File: src/sv/injected_command_echo_matcher_defines.svh
// assertion macros for the echo matcher
`ifndef INJECTED_COMMAND_ECHO_MATCHER_DEFINES_SVH
`define INJECTED_COMMAND_ECHO_MATCHER_DEFINES_SVH

`ifndef SYNTHESIS

// checked property, disabled while reset is asserted
`define ICEM_ASSERT(label, clk, rst_n, prop, msg) \
    label: assert property (@(posedge clk) disable iff (!rst_n) prop) else $error(msg);

// checked property, also held during reset
`define ICEM_ASSERT_ALWAYS(label, clk, prop, msg) \
    label: assert property (@(posedge clk) prop) else $error(msg);

`else

`define ICEM_ASSERT(label, clk, rst_n, prop, msg)

`define ICEM_ASSERT_ALWAYS(label, clk, prop, msg)

`endif

`endif

File: src/sv/icem_pkg.sv
package icem_pkg;

    // default ring depth and register reset value
    localparam int          RING_SLOTS_DEFAULT  = 64;
    localparam logic [31:0] STALE_TIMEOUT_RESET = 32'd2000000;

    // reported source of an observed event
    typedef enum logic [1:0] {
        SRC_NONE     = 2'd0,
        SRC_REMOTE   = 2'd1,
        SRC_PHYSICAL = 2'd2
    } src_t;

    // input item modes
    localparam logic MODE_RESERVE = 1'b0;
    localparam logic MODE_OBSERVE = 1'b1;

    // controller states
    typedef enum logic [1:0] {
        ST_IDLE,
        ST_CHECK,
        ST_DONE
    } state_t;

    // one input transaction
    typedef struct packed {
        logic               mode;
        logic [15:0]        control_id;
        logic [7:0]         operation;
        logic [7:0]         channel;
        logic signed [31:0] int_value;
        logic [31:0]        float_word;
        logic signed [31:0] aux_value;
        logic [63:0]        now_us;
        logic               msg_thread;
    } item_t;

    // one result transaction
    typedef struct packed {
        logic [1:0] source;
        logic       busy_res;
    } result_t;

    // one ring slot
    typedef struct packed {
        logic [31:0] key_op_chan;
        logic [31:0] int_value;
        logic [31:0] float_word;
        logic [31:0] aux_value;
        logic [63:0] time_us;
        logic        emitted;
    } entry_t;

endpackage

File: src/sv/icem_ctrl.sv
module icem_ctrl #(
    parameter int RING_SLOTS = icem_pkg::RING_SLOTS_DEFAULT
) (
    input  logic                          clk,
    input  logic                          rst_n,
    // input channel
    input  logic                          item_valid,
    output logic                          item_stall,
    input  icem_pkg::item_t               item,
    // configuration write
    input  logic                          cfg_valid,
    output logic                          cfg_ready,
    input  logic [31:0]                   cfg_data,
    // result handoff to the output register
    output logic                          res_valid,
    input  logic                          res_ready,
    output icem_pkg::result_t             res,
    // ring memory
    output logic                          wr_en,
    output logic [$clog2(RING_SLOTS)-1:0] wr_addr,
    output icem_pkg::entry_t              wr_data,
    output logic                          rd_en,
    output logic [$clog2(RING_SLOTS)-1:0] rd_addr,
    input  icem_pkg::entry_t              rd_data
);
    import icem_pkg::*;

    `include "injected_command_echo_matcher_defines.svh"

    localparam int IDX_W = $clog2(RING_SLOTS);
    localparam logic [IDX_W-1:0] LAST_IDX = IDX_W'(RING_SLOTS - 1);

    state_t      state_reg, state_next;
    logic [IDX_W-1:0] head_reg, head_next;
    logic [IDX_W-1:0] tail_reg, tail_next;
    logic [31:0] timeout_reg;
    item_t       item_reg;
    result_t     res_reg, res_next;

    logic             item_take;
    logic [IDX_W-1:0] head_inc;
    logic [IDX_W-1:0] tail_inc;
    logic             ring_empty;
    logic [63:0]      age;
    logic             stale;
    logic             match;
    logic [1:0]       miss_src;

    assign item_take  = item_valid && !item_stall;
    assign item_stall = (state_reg != ST_IDLE);
    assign cfg_ready  = 1'b1;

    // ring index arithmetic with wrap at any depth
    assign head_inc   = (head_reg == LAST_IDX) ? '0 : head_reg + 1'b1;
    assign tail_inc   = (tail_reg == LAST_IDX) ? '0 : tail_reg + 1'b1;
    assign ring_empty = (head_reg == tail_reg);

    // head entry checks against the held item
    assign age   = item_reg.now_us - rd_data.time_us;
    assign stale = (age > {32'd0, timeout_reg});
    assign match = (rd_data.key_op_chan == {item_reg.control_id, item_reg.operation,
                                            item_reg.channel})
                && (rd_data.int_value  == $unsigned(item_reg.int_value))
                && (rd_data.float_word == item_reg.float_word)
                && (rd_data.aux_value  == $unsigned(item_reg.aux_value));
    assign miss_src = item_reg.msg_thread ? SRC_PHYSICAL : SRC_NONE;

    // next state
    always_comb
    begin
        state_next = state_reg;
        unique case (state_reg)
            ST_IDLE:
            begin
                if (item_take)
                begin
                    if (item.mode == MODE_OBSERVE && !ring_empty)
                        state_next = ST_CHECK;
                    else
                        state_next = ST_DONE;
                end
            end
            ST_CHECK:
            begin
                if (!(stale && head_inc != tail_reg))
                    state_next = ST_DONE;
            end
            ST_DONE:
            begin
                if (res_ready)
                    state_next = ST_IDLE;
            end
            default: state_next = ST_IDLE;
        endcase
    end

    // datapath and memory control
    always_comb
    begin
        rd_en     = 1'b0;
        rd_addr   = head_reg;
        wr_en     = 1'b0;
        wr_addr   = tail_reg;
        wr_data   = '{key_op_chan: {item.control_id, item.operation, item.channel},
                      int_value:   $unsigned(item.int_value),
                      float_word:  item.float_word,
                      aux_value:   $unsigned(item.aux_value),
                      time_us:     item.now_us,
                      emitted:     1'b0};
        head_next = head_reg;
        tail_next = tail_reg;
        res_next  = res_reg;
        res_valid = 1'b0;
        unique case (state_reg)
            ST_IDLE:
            begin
                if (item_take)
                begin
                    res_next = '{source: SRC_NONE, busy_res: 1'b0};
                    if (item.mode == MODE_RESERVE)
                    begin
                        // append unless that would fill the last free slot
                        if (tail_inc == head_reg)
                        begin
                            res_next.busy_res = 1'b1;
                        end
                        else
                        begin
                            wr_en     = 1'b1;
                            tail_next = tail_inc;
                        end
                    end
                    else if (ring_empty)
                    begin
                        res_next.source = item.msg_thread ? SRC_PHYSICAL : SRC_NONE;
                    end
                    else
                    begin
                        rd_en = 1'b1;
                    end
                end
            end
            ST_CHECK:
            begin
                // address the slot after head, read it only while the stale walk goes on
                rd_addr = head_inc;
                if (stale)
                begin
                    head_next = head_inc;
                    rd_en     = (head_inc != tail_reg);
                    res_next.source = miss_src;
                end
                else if (match && rd_data.emitted)
                begin
                    head_next       = head_inc;
                    res_next.source = SRC_NONE;
                end
                else if (match)
                begin
                    // mark emitted, pop only on the message thread
                    wr_en           = 1'b1;
                    wr_addr         = head_reg;
                    wr_data         = rd_data;
                    wr_data.emitted = 1'b1;
                    if (item_reg.msg_thread)
                        head_next = head_inc;
                    res_next.source = SRC_REMOTE;
                end
                else
                begin
                    res_next.source = miss_src;
                end
            end
            ST_DONE:
            begin
                res_valid = 1'b1;
            end
            default: ;
        endcase
    end

    assign res = res_reg;

    // control registers
    always_ff @(posedge clk or negedge rst_n)
    begin
        if (!rst_n)
        begin
            state_reg   <= ST_IDLE;
            head_reg    <= '0;
            tail_reg    <= '0;
            timeout_reg <= STALE_TIMEOUT_RESET;
        end
        else
        begin
            state_reg <= state_next;
            head_reg  <= head_next;
            tail_reg  <= tail_next;
            if (cfg_valid && cfg_ready)
                timeout_reg <= cfg_data;
        end
    end

    // payload registers
    always_ff @(posedge clk)
    begin
        if (item_take)
            item_reg <= item;
        res_reg <= res_next;
    end

    `ICEM_ASSERT(a_head_moves_in_check, clk, rst_n, (state_reg != ST_CHECK) |=> (head_reg == $past(head_reg)), "head moved outside the head check")
    `ICEM_ASSERT(a_tail_moves_on_accept, clk, rst_n, !(item_take && item.mode == MODE_RESERVE) |=> (tail_reg == $past(tail_reg)), "tail moved without a reserve")
    `ICEM_ASSERT(a_busy_keeps_tail, clk, rst_n, (res_valid && res.busy_res) |-> (tail_reg == head_reg - 1'b1 || (head_reg == '0 && tail_reg == LAST_IDX)), "busy reported on a ring that is not full")
    `ICEM_ASSERT(a_busy_no_source, clk, rst_n, res_valid |-> !(res.busy_res && res.source != SRC_NONE), "busy result carries a source")
    `ICEM_ASSERT_ALWAYS(a_result_blocks_input, clk, res_valid |-> item_stall, "result offered while input open")

endmodule

File: config.mk
export PLATFORM = sky130hd
export DESIGN_NAME = icem_ctrl
export DESIGN_NICKNAME = d
export VERILOG_FILES = /design/src/sv/icem_pkg.sv /design/src/sv/icem_ctrl.sv
export VERILOG_INCLUDE_DIRS = /design/src /design/src/sv
export SDC_FILE = /design/constraint.sdc
export NUM_CORES = 1
export LEC_CHECK = 0
export BUFFER_PORTS_ARGS = -buffer_cell sky130_fd_sc_hd__buf_2
export CAP_MARGIN = 20
export CELL_PAD_IN_SITES_DETAIL_PLACEMENT = 0
export CELL_PAD_IN_SITES_GLOBAL_PLACEMENT = 1
export CORE_AREA = 3 3 244 246
export CTS_BUF_LIST = sky130_fd_sc_hd__clkbuf_16
export CTS_CLUSTER_SIZE = 40
export DETAILED_ROUTE_END_ITERATION = 7
export DIE_AREA = 0 0 247 249
export GPL_ROUTABILITY_DRIVEN = 0
export HOLD_SLACK_MARGIN = 0.06
export PLACE_DENSITY_LB_ADDON = 0.08
export SYNTH_ARGS = -nofsm -noshare
export SYNTH_HDL_FRONTEND = slang
export SYNTH_SLANG_ARGS = --single-unit
File: constraint.sdc
create_clock -name clk -period 7.92 [get_ports clk]
set_clock_uncertainty 0.05 [all_clocks]
set_input_delay 1.188 -clock clk [delete_from_list [all_inputs] [get_ports clk]]
set_output_delay 1.188 -clock clk [all_outputs]
set_load 0.01 [all_outputs]
## Word-level counts from Yosys, hierarchy flattened

Index checks and enable logic that the tools add are counted.

| word-level totals | value |
|---|---|
| flip-flop bits (word level) | 242 |
| bits of input ports | 424 |
| output and inout port bits | 213 |

| operators by class | value |
|---|---|
| add/subtract/negate cells | 3 |
| magnitude comparators | 1 |
| eq/ne operators | 14 |
| multiplexer cells | 44 |
| bitwise gates (word level) | 2 |
| reduce and logical (&&, ||, !) cells | 19 |

Operators with widths:

| kind | count |
|---|---|
| $mux 193 | 4 |
| $eq 32x32->1 | 4 |
| $mux 6 | 11 |
| $gt 64x32->1 | 1 |
| $sub 64x64->64 | 1 |
| $mux 2 | 11 |
| $mux 1 | 13 |
| $add 6x1->6 const B | 2 |
| $eq 6x6->1 | 2 |
| $eq 6x6->1 const B | 2 |
| $logic_and 1x1->1 | 7 |
| $ne 2x2->1 const B | 3 |
| $ne 6x6->1 | 1 |
| $pmux 2 s3 | 1 |
| $reduce_and 3->1 | 2 |
| $reduce_bool 3->1 | 2 |
| $pmux 1 s2 | 2 |
| $pmux 2 s2 | 1 |
| $reduce_and 2->1 | 2 |
| $reduce_and 4->1 | 1 |
| $reduce_bool 2->1 | 2 |
| $mux 3 | 1 |
| $eq 2x1->1 const B | 1 |
| $eq 2x2->1 const B | 1 |
| 3 further kinds | 5 |

## Depth between registers and ports, before layout

Gate-level depths: netlist (run 1).

| depth | value |
|---|---|
| word-level depth | 8 |
| gate-level depth with buffers | 27 |
| gate-level depth less buffers | 23 |

## Worst setup path after synthesis (run 1)

OpenSTA, ideal clock, no wires.

| timing path | value |
|---|---|
| path kind | input to output |
| start point | input rd_data[1] (netlist bit) |
| end point | output wr_data[0] (netlist bit) |
| data arrival time | 6,018 ps |
| path slack | 664 ps |
| stages on the path | 21 |
| path buffers | 1 |
| cells stage by stage | ha_1 -> inv_1 -> fa_1 -> a21oi_1 -> o211ai_2 -> a32o_1 -> or2_2 -> a221oi_1 -> xnor2_1 -> ha_1 -> nand3_1 -> or4_4 -> nor4b_2 -> a21oi_1 -> a311oi_1 -> nand4_1 -> or4_1 -> or4_4 -> nor4_4 -> and3_1 -> buf_4 |

RTL lines:

| item | line | text |
|---|---|---|
| start, declared | icem_ctrl.sv:24 | `input icem_pkg::entry_t rd_data` |
| end, declared | icem_ctrl.sv:21 | `output icem_pkg::entry_t wr_data,` |

==> results of run 1 <==
## per-layer routing
layer | global-route usage | vias to the layer above | routed length (µm)
li1 | - | 8117 | -
met3 | 0.0644 | 149 | 6180
met2 | 0.450 | 651 | 40900
met5 | 0 | - | 238
met1 | 0.344 | 8592 | 35600
met4 | 0.0756 | 38 | 2670
## cell families (layout without fill, tap and decap cells)
| family | count (synthesis) | after routing | share of synthesized area |
|---|---|---|---|
| mux | 218 | 218 | 0.152 |
| simple gates | 470 | 470 | 0.131 |
| buf+inv | 207 | 903 | 0.0504 |
| compound gates | 393 | 393 | 0.138 |
| other cells | 1 | 15 | 0.000200 |
| flops | 242 | 242 | 0.376 |
| xor+xnor | 185 | 185 | 0.0865 |
| fa+ha+maj | 98 | 98 | 0.0658 |
## Yosys cell counts, types with 11 or more instances
master,n
nand2_1,143
and3_1,13
ha_1,97
edfxtp_1,196
nand4_1,65
nor4_1,34
nand2b_1,12
and4_1,16
mux2_2,95
o21ai_0,89
mux2_4,111
nor2_1,78
inv_1,119
dfrtp_1,39
a211oi_1,15
nor3_1,26
nor2b_1,11
o21ai_1,18
o211ai_1,12
buf_6,12
xor2_1,117
o21a_1,11
nand3_1,27
mux2i_1,11
a21oi_1,111
a21o_1,26
buf_2,46
xnor2_1,68
clkbuf_1,26
## worst max-delay path, cell delays in order
cell and delay [ps]:
buf_2 100, inv_1 40, ha_1 410, nand4_4 250
nor4_4 360, o2111ai_1 190, o211ai_2 110, buf_4 170
a211oi_2 90, xnor2_2 180, ha_1 290, nand3_1 100
or4_4 450, nor4b_4 260, a21oi_2 70, nor2_1 130
nand4_1 100, and4b_1 290, nand4_1 140, nor4_4 360
buf_4 190, nand3_4 150, buf_12 240, clkbuf_16 180
mux2_4 340, buf_2 160
## layout make-up
cell class,count,area share
timing repair buffer,723,0.171
tap,765,0.0381
antenna,14,0.00140
clock buffer,34,0.0339
clock inverter,27,0.00912
multi-input combinational,1365,0.448
inverter,119,0.0181
sequential,242,0.281
## power by group through the flow
stage | registers (mW) | logic [mW] | clock network (mW)
after detailed placement | 1.85 | 2.31 | 0
final | 1.84 | 2.47 | 1.50
after global routing | 1.86 | 2.69 | 1.60
after floorplan | 1.87 | 1.48 | 0
after global placement | 1.85 | 2.30 | 0
after CTS | 1.83 | 2.38 | 1.55
## stage by stage
step	instance area [µm²]	cells	util	total power [mW]
global route	25100	3280	0.436	6.15
detailed placement	23000	3200	0.400	4.17
CTS	24500	3272	0.425	5.76
finish	25100	3289	0.436	5.80
global placement	23000	3200	0.400	4.15
floorplan	18700	1814	-	3.35
## path summary, 6_finish.rpt
| check | end | slack, ps | cells past startpoint | start |
|---|---|---|---|---|
| worst max register to register | head_reg[0]$_DFFE_PN0P_ | 1810 | 24 | item_reg[1]$_DFFE_PP_ |
| worst min register to register | timeout_reg[7]$_DFFE_PN1P_ | 470 | 2 | timeout_reg[7]$_DFFE_PN1P_ |
| worst max-delay path | wr_data[95] | 90 | 26 | rd_data[19] |
| min in group asynchronous | timeout_reg[0]$_DFFE_PN0P_ | 710 | 2 | rst_n |
| max in group asynchronous | timeout_reg[30]$_DFFE_PN0P_ | 6620 | 2 | rst_n |
| worst min-delay path | timeout_reg[7]$_DFFE_PN1P_ | 470 | 2 | timeout_reg[7]$_DFFE_PN1P_ |
## repair_timing
item / CTS / global route
resized for setup: 58 / 108
pin swaps: 7 / 15
hold buffers: 0 / 0
endpoints found under the setup margin: 198 / 199
setup buffers: 9 / 2
gates cloned: 2 / 1
==> results.md, run 1 <==
* Status: completed
* FF+latch count, synth at 242
* Pins Over Slew Limit at 0
* Pint at 3.57 mW
* Tot GR Track Use at 0.269
* Initial Utilization at 0.325
* WHS at 468 ps
* Area delta synth->final at 34.0%
* TritonCTS Buffers at 34
* Final WS setup at 91.1 ps
* Ys flop type: edfxtp_1
* Clk buf depth at 3
* Post-synth EDFFs at 196
* Worst setup SP type: input port
* Filler Cell Count at 5,641
* Port-buffer cells at 635
* Area of the core at 0.0576 mm²
* Rows at 88
* Wirelength, routed at 85.6 mm
* Sw Pwr at 2.24 mW
* Critical Path RT at 6680 ps
* Maximum clock rate at 0.128 GHz
* Cell Area, Synth at 0.0187 mm²
* Drt first pass iters at 5
* Initial antenna violation count at 41
* Worst-Margin Slew at 1060 ps
* Setup Crit Path Kind: in2out
* Fraction of layout cells with a size suffix above 1 at 0.431
* PwrDens at 231 mW/mm²
* Mapped Avg Cell Area at 10.3 µm²
* Clock power frac at 0.259
* Pre-CTS WS at -239 ps
* Max reg flops at 193
* Largest net degree at the start of global routing at 120
* Max VDD drop at 165 µV
* Ys async rst share at 0.190
* Leading area contributor after synthesis: edfxtp_1
* Post-synth top area share at 0.314
* Crit Path Max Fanout at 9
* Max-Cap Viols at 0
* CTS tree: yes
* Global-route wire length before repair at 121 mm
* CP Capture Type: output pin
* Synthesized Nets at 2,336
* Netlist cell types at 96
* Die height at 249 µm
* CTS clock-pin slew for the worst setup and hold paths at 50 ps
* Worst Path Arrival at 6590 ps
* Tmin final at 7830 ps
* Unrepaired setup endpoints after global routing: true
* Sequential power share at 0.316
* Most frequent cells in the layout: buf_2 (596), edfxtp_1 (196), nand2_1 (140)
* Relative slew slack at 0.292
* Die Wd at 247 µm
* Clock sink total at 242
* TNS Setup at 0 ps
* Final setup violation count at 0
* Vias at 17,500
* Final nets at 3,007
* Violation count after the first detailed-routing iteration at 1,206
* Commonest non-fill, non-tap cell in the layout: buf_2
* # DRC at 0
* Logic pwr share at 0.425
* Post-synthesis cell count at 1,814
* # IOs at 637
* Sw Ratio at 0.385
* Largest cells by area after synthesis: edfxtp_1 (31%), mux2_4 (8.9%), ha_1 (6.5%)
* Via density at 5.34
* H-tree level count at 2
* Synth warnings at 0
* Area of the multi-input gates at 0.0112 mm²
* Vias in the first global route at 17,500
* Global route overflow at 0
* Die area at 0.0615 mm²
* Remaining antenna violation count at 0
* Wire per inst at 26.0 µm
* Fin. Hold Viols at 0
* Crit share post-route at 0.989
* Reg area at 0.00705 mm²
* Sequential element share of the synthesized area at 0.376
* Worst-Skew Late Latency at 550 ps
* Hold crit path type: reg2reg
* Clk root buf: clkbuf_16
* Hpwl dp at 71.6 mm
* Leak at 11.3 nW
Power figures use the tool's default switching activity.
==> inputs of run 2 (changes only) <==
--- a/config.mk
+++ b/config.mk
@@ -10,14 +10,14 @@
 export CAP_MARGIN = 20
 export CELL_PAD_IN_SITES_DETAIL_PLACEMENT = 0
 export CELL_PAD_IN_SITES_GLOBAL_PLACEMENT = 1
-export CORE_AREA = 3 3 244 246
+export CORE_AREA = 2 2 250 252
 export CTS_BUF_LIST = sky130_fd_sc_hd__clkbuf_16
 export CTS_CLUSTER_SIZE = 40
 export DETAILED_ROUTE_END_ITERATION = 7
-export DIE_AREA = 0 0 247 249
+export DIE_AREA = 0 0 252 254
 export GPL_ROUTABILITY_DRIVEN = 0
 export HOLD_SLACK_MARGIN = 0.06
-export PLACE_DENSITY_LB_ADDON = 0.08
+export PLACE_DENSITY_LB_ADDON = 0.1
 export SYNTH_ARGS = -nofsm -noshare
 export SYNTH_HDL_FRONTEND = slang
 export SYNTH_SLANG_ARGS = --single-unit
==> results.md, run 2 (synthesis gave the netlist of run 1 again) <==
* CTS tree: yes
* Port-buffer cells at 635 (unchanged)
* # IOs at 637 (unchanged)
* Rows at 91 (+3.4%)
* Initial Utilization at 0.306 (-0.0195)
* CP Capture Type: output pin
* Tot GR Track Use at 0.269 (about the same)
* Clock sink total at 242 (unchanged)
* Tmin final at 7880 ps (+46.4 ps)
* Violation count after the first detailed-routing iteration at 1,127 (-6.6%)
* Clk buf depth at 3 (unchanged)
* Hpwl dp at 75.1 mm (+4.8%)
* Fin cells at 3,321 (+0.97%)
* Setup Crit Path Kind: in2out
* Most frequent cells in the layout: buf_2 (547), edfxtp_1 (196), nand2_1 (143)
* Wire per inst at 27.1 µm (+4.1%)
* Final nets at 3,011 (+0.13%)
* Critical Path RT at 6680 ps (about the same)
* Max-Cap Viols at 0 (unchanged)
* Crit path capture: wr_data[157]
* Commonest non-fill, non-tap cell in the layout: buf_2
* Relative slew slack at 0.299 (+0.00652)
* Max reg flops at 193 (unchanged)
* Vias in the first global route at 17,900 (+2.6%)
* Reg2Reg Setup Slack at 1830 ps (+20 ps)
* # DRC at 0 (unchanged)
* Fin. Hold Viols at 0 (unchanged)
* Final setup violation count at 0 (unchanged)
* Remaining antenna violation count at 0 (unchanged)
* Placed Cells incl. Taps at 3,227 (+0.84%)
* Status: completed
* Die area at 0.0640 mm² (+4.1%)
* Global-route wire length before repair at 125 mm (+3.0%)
* Reg2Reg Capture Point: head_reg[0]$_DFFE_PN0P_
* Worst setup SP type: input port
* Layout Utilization at 0.413 (-0.0225)
* Pins Over Slew Limit at 0 (unchanged)
* Filler Cell Count at 6,201 (+9.9%)
* Global route overflow at 0 (unchanged)
* TritonCTS Buffers at 31 (-8.8%)
* Wirelength, routed at 90.0 mm (+5.1%)
* Max VDD drop at 186 µV (+12%)
* Worst Path Arrival at 6640 ps (+50 ps)
* Largest net degree at the start of global routing at 135 (+13%)
* Die height at 254 µm (+2.0%)
* Crit Path Max Fanout at 8 (-1)
* Via density at 5.29 (-0.78%)
* Die Wd at 252 µm (+2.0%)
* Worst setup startpoint: rd_data[1]
* CTS clock-pin slew for the worst setup and hold paths at 60 ps (about the same)
* Unrepaired setup endpoints after global routing: true
* Maximum clock rate at 0.127 GHz (-0.59%)
* H-tree level count at 1 (-1)
* Worst-Skew Late Latency at 620 ps (+70 ps)
* Vias at 17,600 (+0.18%)
* Worst r2r src: item_reg[1]$_DFFE_PP_
* Leak at 11.5 nW (+1.8%)
* Crit share post-route at 0.994 (+0.00586)
* Area of the core at 0.0613 mm² (+6.4%)
* Hold crit path type: reg2reg
* Initial antenna violation count at 33 (-20%)
* PwrDens at 227 mW/mm² (-1.6%)
* Worst-Margin Slew at 1050 ps (-9.78 ps)
* Drt first pass iters at 5 (unchanged)
* WHS Path Cells at 2 (unchanged)
* Clk root buf: clkbuf_16
* Hold buffer count at CTS at 0 (unchanged)
* Area delta synth->final at 35.1%
* Fraction of layout cells with a size suffix above 1 at 0.417 (-0.0142)
* Worst r2r path cells at 23 (-4.2%)
run 2: power breakdown:
group	switching [mW]	internal, mW
Combinational	1.49	0.938
Clock	0.643	0.855
Sequential	0.110	1.72
run 2: timing repair:
| action | in CTS | in global routing |
|---|---|---|
| gates cloned | 0 | 9 |
| pin swaps | 2 | 15 |
| gates resized for setup | 3 | 183 |
| endpoints found under the setup margin | 188 | 200 |
| setup buffers | 0 | 9 |
run 2: final cells by class:
cell class | count | area [µm²] | area share
clock inverters | 25 | 225 | 0.00889
well taps | 790 | 988 | 0.0390
inverters | 119 | 454 | 0.0179
clock buffers | 33 | 826 | 0.0326
repair buffers | 730 | 4790 | 0.189
multi-input cells | 1365 | 11000 | 0.433
diodes | 17 | 42.5 | 0.00168
flip-flops and latches | 242 | 7050 | 0.278
run 2: how the worst min path moves through the flow:
stage,start,to,slack (ps)
6_report,timeout_reg[7]$_DFFE_PN1P_,timeout_reg[7]$_DFFE_PN1P_,480
5_1_grt,timeout_reg[0]$_DFFE_PN0P_,timeout_reg[0]$_DFFE_PN0P_,510
4_1_cts,timeout_reg[7]$_DFFE_PN1P_,timeout_reg[7]$_DFFE_PN1P_,480
3_5_place_dp,timeout_reg[7]$_DFFE_PN1P_,timeout_reg[7]$_DFFE_PN1P_,470
3_3_place_gp,timeout_reg[7]$_DFFE_PN1P_,timeout_reg[7]$_DFFE_PN1P_,460
2_1_floorplan,timeout_reg[10]$_DFFE_PN1P_,timeout_reg[10]$_DFFE_PN1P_,430
run 2: routing by layer:
layer / track usage / routed length, µm
met1: 0.325 / 35500
met2: 0.450 / 42400
met3: 0.0539 / 6120
met4: 0.144 / 5900
met5: 0 / 135
run 2: critical path, cell delays in order:
cell	delay (ps)
buf_8	80
ha_4	120
inv_2	40
fa_2	390
a21oi_2	160
o211ai_2	160
a32o_2	320
or2_4	280
a221oi_4	270
xnor2_1	110
ha_1	330
nand3_2	80
or4_4	560
nor4b_4	230
a21oi_2	70
nor2_1	130
nand4_1	90
and4b_1	280
nand4_1	160
nor4_4	300
buf_4	180
nand3_4	100
buf_12	200
buf_16	160
clkbuf_16	170
mux2_4	300
buf_6	120
run 2: metrics by stage:
| step | worst slack, ps | hold slack, ps | area, µm² | power, mW | setup TNS (ps) |
|---|---|---|---|---|---|
| after floorplan | 664 | 430 | 18700 | 3.35 | 0 |
| after global placement | -264 | 455 | 23100 | 4.18 | -30740 |
| after detailed placement | -144 | 469 | 23100 | 4.20 | -10280 |
| after CTS | 2.34 | 479 | 24100 | 5.74 | 0 |
| after global routing | -242 | 511 | 25300 | 6.09 | -32800 |
| final | 44.7 | 482 | 25300 | 5.76 | 0 |
==> inputs of run 3 (changes only) <==
--- a/config.mk
+++ b/config.mk
@@ -6,15 +6,16 @@
 export SDC_FILE = /design/constraint.sdc
 export NUM_CORES = 1
 export LEC_CHECK = 0
+export ABC_AREA = 1
 export BUFFER_PORTS_ARGS = -buffer_cell sky130_fd_sc_hd__buf_2
 export CAP_MARGIN = 20
 export CELL_PAD_IN_SITES_DETAIL_PLACEMENT = 0
 export CELL_PAD_IN_SITES_GLOBAL_PLACEMENT = 1
-export CORE_AREA = 2 2 250 252
+export CORE_AREA = 2 2 248 250
 export CTS_BUF_LIST = sky130_fd_sc_hd__clkbuf_16
 export CTS_CLUSTER_SIZE = 40
 export DETAILED_ROUTE_END_ITERATION = 7
-export DIE_AREA = 0 0 252 254
+export DIE_AREA = 0 0 250 252
 export GPL_ROUTABILITY_DRIVEN = 0
 export HOLD_SLACK_MARGIN = 0.06
 export PLACE_DENSITY_LB_ADDON = 0.1
==> results.md, run 3 <==
* Hold buffer count at CTS at 0 (unchanged)
* Tot GR Track Use at 0.282 (+0.0134)
* Post-synth EDFFs at 196 (unchanged)
* Max VDD drop at 160 µV (-14%)
* Worst Path Arrival at 6100 ps (-540 ps)
* CP max-delay cell: buf_4
* Hold Crit Start: timeout_reg[15]$_DFFE_PN1P_
* Unrepaired setup endpoints after global routing: false
* # IOs at 637 (unchanged)
* Post_cts resized at 0 (-3)
* Die Wd at 250 µm (-0.79%)
* CTS clock-pin slew for the worst setup and hold paths at 60 ps (about the same)
* Remaining antenna violation count at 0 (unchanged)
* PwrDens at 221 mW/mm² (-2.9%)
* Via density at 5.05 (-4.5%)
* Logic pwr share at 0.434 (+0.012)
* Mapped Avg Cell Area at 6.76 µm² (-35%)
* Worst r2r path cells at 26 (+13%)
* Crit share post-route at 0.927 (-0.0676)
* Clk root buf: clkbuf_16
* Area of the core at 0.0601 mm² (-1.8%)
* Final WS setup at 580 ps (+536 ps)
* Max-Cap Viols at 0 (unchanged)
* Clock power frac at 0.237 (-0.023)
* Hold crit path type: reg2reg
* Worst setup SP type: input port
* Vias in the first global route at 21,200 (+19%)
* Reg2Reg Setup Slack at 3000 ps (+1170 ps)
* Postcts setup bufs at 0 (unchanged)
* Fraction of layout cells with a size suffix above 1 at 0.207 (-0.210)
* Placed Cells incl. Taps at 4,330 (+34%)
* Max reg flops at 193 (unchanged)
* FF+latch count, synth at 242 (unchanged)
* Netlist cell types at 40 (-58%)
* Clock sink total at 242 (unchanged)
* Pint at 3.19 mW (-9.4%)
* Crit Path Max Fanout at 71 (+63)
* Synthesized Nets at 3,523 (+51%)
* # DRC at 0 (unchanged)
* Final setup violation count at 0 (unchanged)
* Critical Path RT at 6680 ps (about the same)
* Wire per inst at 21.0 µm (-22%)
* Die height at 252 µm (-0.79%)
* Drt first pass iters at 8 (+3)
* Largest cells by area after synthesis: edfxtp_1 (29%), nand2_1 (22%), inv_1 (8.5%)
* Sw Pwr at 2.34 mW (+4.4%)
* TritonCTS Buffers at 31 (unchanged)
* Die area at 0.0630 mm² (-1.6%)
* Post-synthesis cell count at 3,001 (+65%)
* Ys async rst share at 0.190 (unchanged)
* Ys flop type: edfxtp_1
* H-tree level count at 1 (unchanged)
* Largest net degree at the start of global routing at 155 (+15%)
* Port-buffer cells at 635 (unchanged)
* Commonest non-fill, non-tap cell in the layout: nand2_1
* Most frequent CP cell: nand2_1
* Status: completed
* CP Capture Type: output pin
* Global-route wire length before repair at 134 mm (+7.0%)
* Violation count after the first detailed-routing iteration at 1,820 (+61%)
* WHS Path Cells at 2 (unchanged)
* TNS Setup at 0 ps (unchanged)
* Sw Ratio at 0.424 (+0.0340)
* Commonest cells post-synth: nand2_1 (1,193), inv_1 (459), nand4_1 (230)
* Final nets at 4,103 (+36%)
* Global route overflow at 0 (unchanged)
* Cell Area, Synth at 0.0203 mm² (+8.2%)
* Setup Crit Path Kind: in2out
* Clk buf depth at 3 (unchanged)
* Initial antenna violation count at 39 (+18%)
* Min-Delay Endpoint: timeout_reg[15]$_DFFE_PN1P_
* Hpwl dp at 76.4 mm (+1.7%)
* CP max stage delay at 440 ps (-120 ps)
* Sequential element share of the synthesized area at 0.348 (-0.0284)
* Relative slew slack at 0.313 (+0.0145)
* Worst-Margin Slew at 1030 ps (-21.7 ps)
* Maximum clock rate at 0.136 GHz (+7.3%)
* Final Power at 5.53 mW (-4.0%)
* Initial Utilization at 0.337 (+0.0312)
* Sequential power share at 0.328 (+0.010)
* Area delta synth->final at 23.5%
* Post-synth top area share at 0.290 (-0.0237)
* Leak at 13.6 nW (+18%)
* Fin cells at 4,402 (+33%)
* Pre-CTS WS at 676 ps (+821 ps)
* Fin. Hold Viols at 0 (unchanged)
* Most common cell in the synthesized netlist: nand2_1
* Reg2Reg Capture Point: res[1]$_DFFE_PP_
* Rows at 90 (-1.1%)
* Leading area contributor after synthesis: edfxtp_1
* Pins Over Slew Limit at 0 (unchanged)
* Worst r2r src: item_reg[1]$_DFFE_PP_
* Vias at 22,200 (+27%)
* Tmin final at 7340 ps (-536 ps)
* Synth warnings at 0 (unchanged)
* CTS tree: yes
* Wirelength, routed at 92.6 mm (+3.0%)
* Most frequent cells in the layout: nand2_1 (1,193), buf_2 (635), inv_1 (465)
* Worst-Skew Late Latency at 620 ps (about the same)
## run 3: cell types whose count changed after synthesis, moves of 94 or more
cell	delta
nand2_1	+1050
nand4_1	+165
mux2_2	-94
mux2_4	-111
nor2_1	+106
inv_1	+340
## run 3: worst max-delay path, delay by kind of cell
| kind | cells | cell delay [ps] |
|---|---|---|
| adders and majority gates | 3 | 860 |
| xor gates and xnor gates | 1 | 210 |
| buffers and inverters | 4 | 820 |
| and+or+nand+nor | 20 | 2980 |
## run 3: how the worst max path moves through the flow
stage	start	endpoint	slack (ps)	depth (start not counted)
after floorplan	item_valid	wr_en	1830	7
after global placement	rd_data[1]	wr_data[31]	690	28
after detailed placement	rd_data[1]	wr_data[31]	680	28
after CTS	rd_data[1]	wr_data[31]	670	28
after global routing	rd_data[1]	wr_data[31]	310	28
final	rd_data[1]	wr_data[31]	580	28
## run 3: cells by family (layout without fill, tap and decap cells)
| kind of cell | count (synthesis) | after routing | share of synthesized area |
|---|---|---|---|
| AOI/OAI and AO/OA | 147 | 147 | 0.0385 |
| xor gates and xnor gates | 141 | 141 | 0.0609 |
| adders and majority gates | 98 | 98 | 0.0609 |
| buffers and inverters | 582 | 1186 | 0.115 |
| DFF | 242 | 242 | 0.348 |
| muxes | 1 | 1 | 0.000555 |
| other | 1 | 16 | 0.000185 |
| and+or+nand+nor | 1789 | 1789 | 0.376 |
## run 3: final cells by class
class,count,area [µm²]
diodes,15,37.5
fillers,6604,35100
well taps,782,978
clock buffers,31,776
flip-flops and latches,242,7050
inverters,481,1810
multi-input cells,2177,10900
repair buffers,648,3340
clock inverters,26,140
## run 3: per-stage QoR
stage | utilization | area, µm² | hold slack (ps)
finish | 0.416 | 25000 | 443
global route | 0.416 | 25000 | 467
CTS | 0.416 | 25000 | 443
detailed placement | 0.400 | 24100 | 433
global placement | 0.400 | 24100 | 433
floorplan | - | 20300 | 415
## run 3: layer usage
layer / wire length [µm] / track usage
met2: 44000 / 0.484
met1: 38400 / 0.358
met3: 6870 / 0.0602
met5: 215 / 0
met4: 3100 / 0.0768
## run 3: power by group through the flow
stage / clock, mW / combinational (mW) / sequential [mW]
floorplan: 0 / 1.52 / 1.82
global placement: 0 / 2.37 / 1.83
detailed placement: 0 / 2.39 / 1.84
CTS: 1.35 / 2.40 / 1.82
global route: 1.39 / 2.67 / 1.84
finish: 1.31 / 2.40 / 1.82
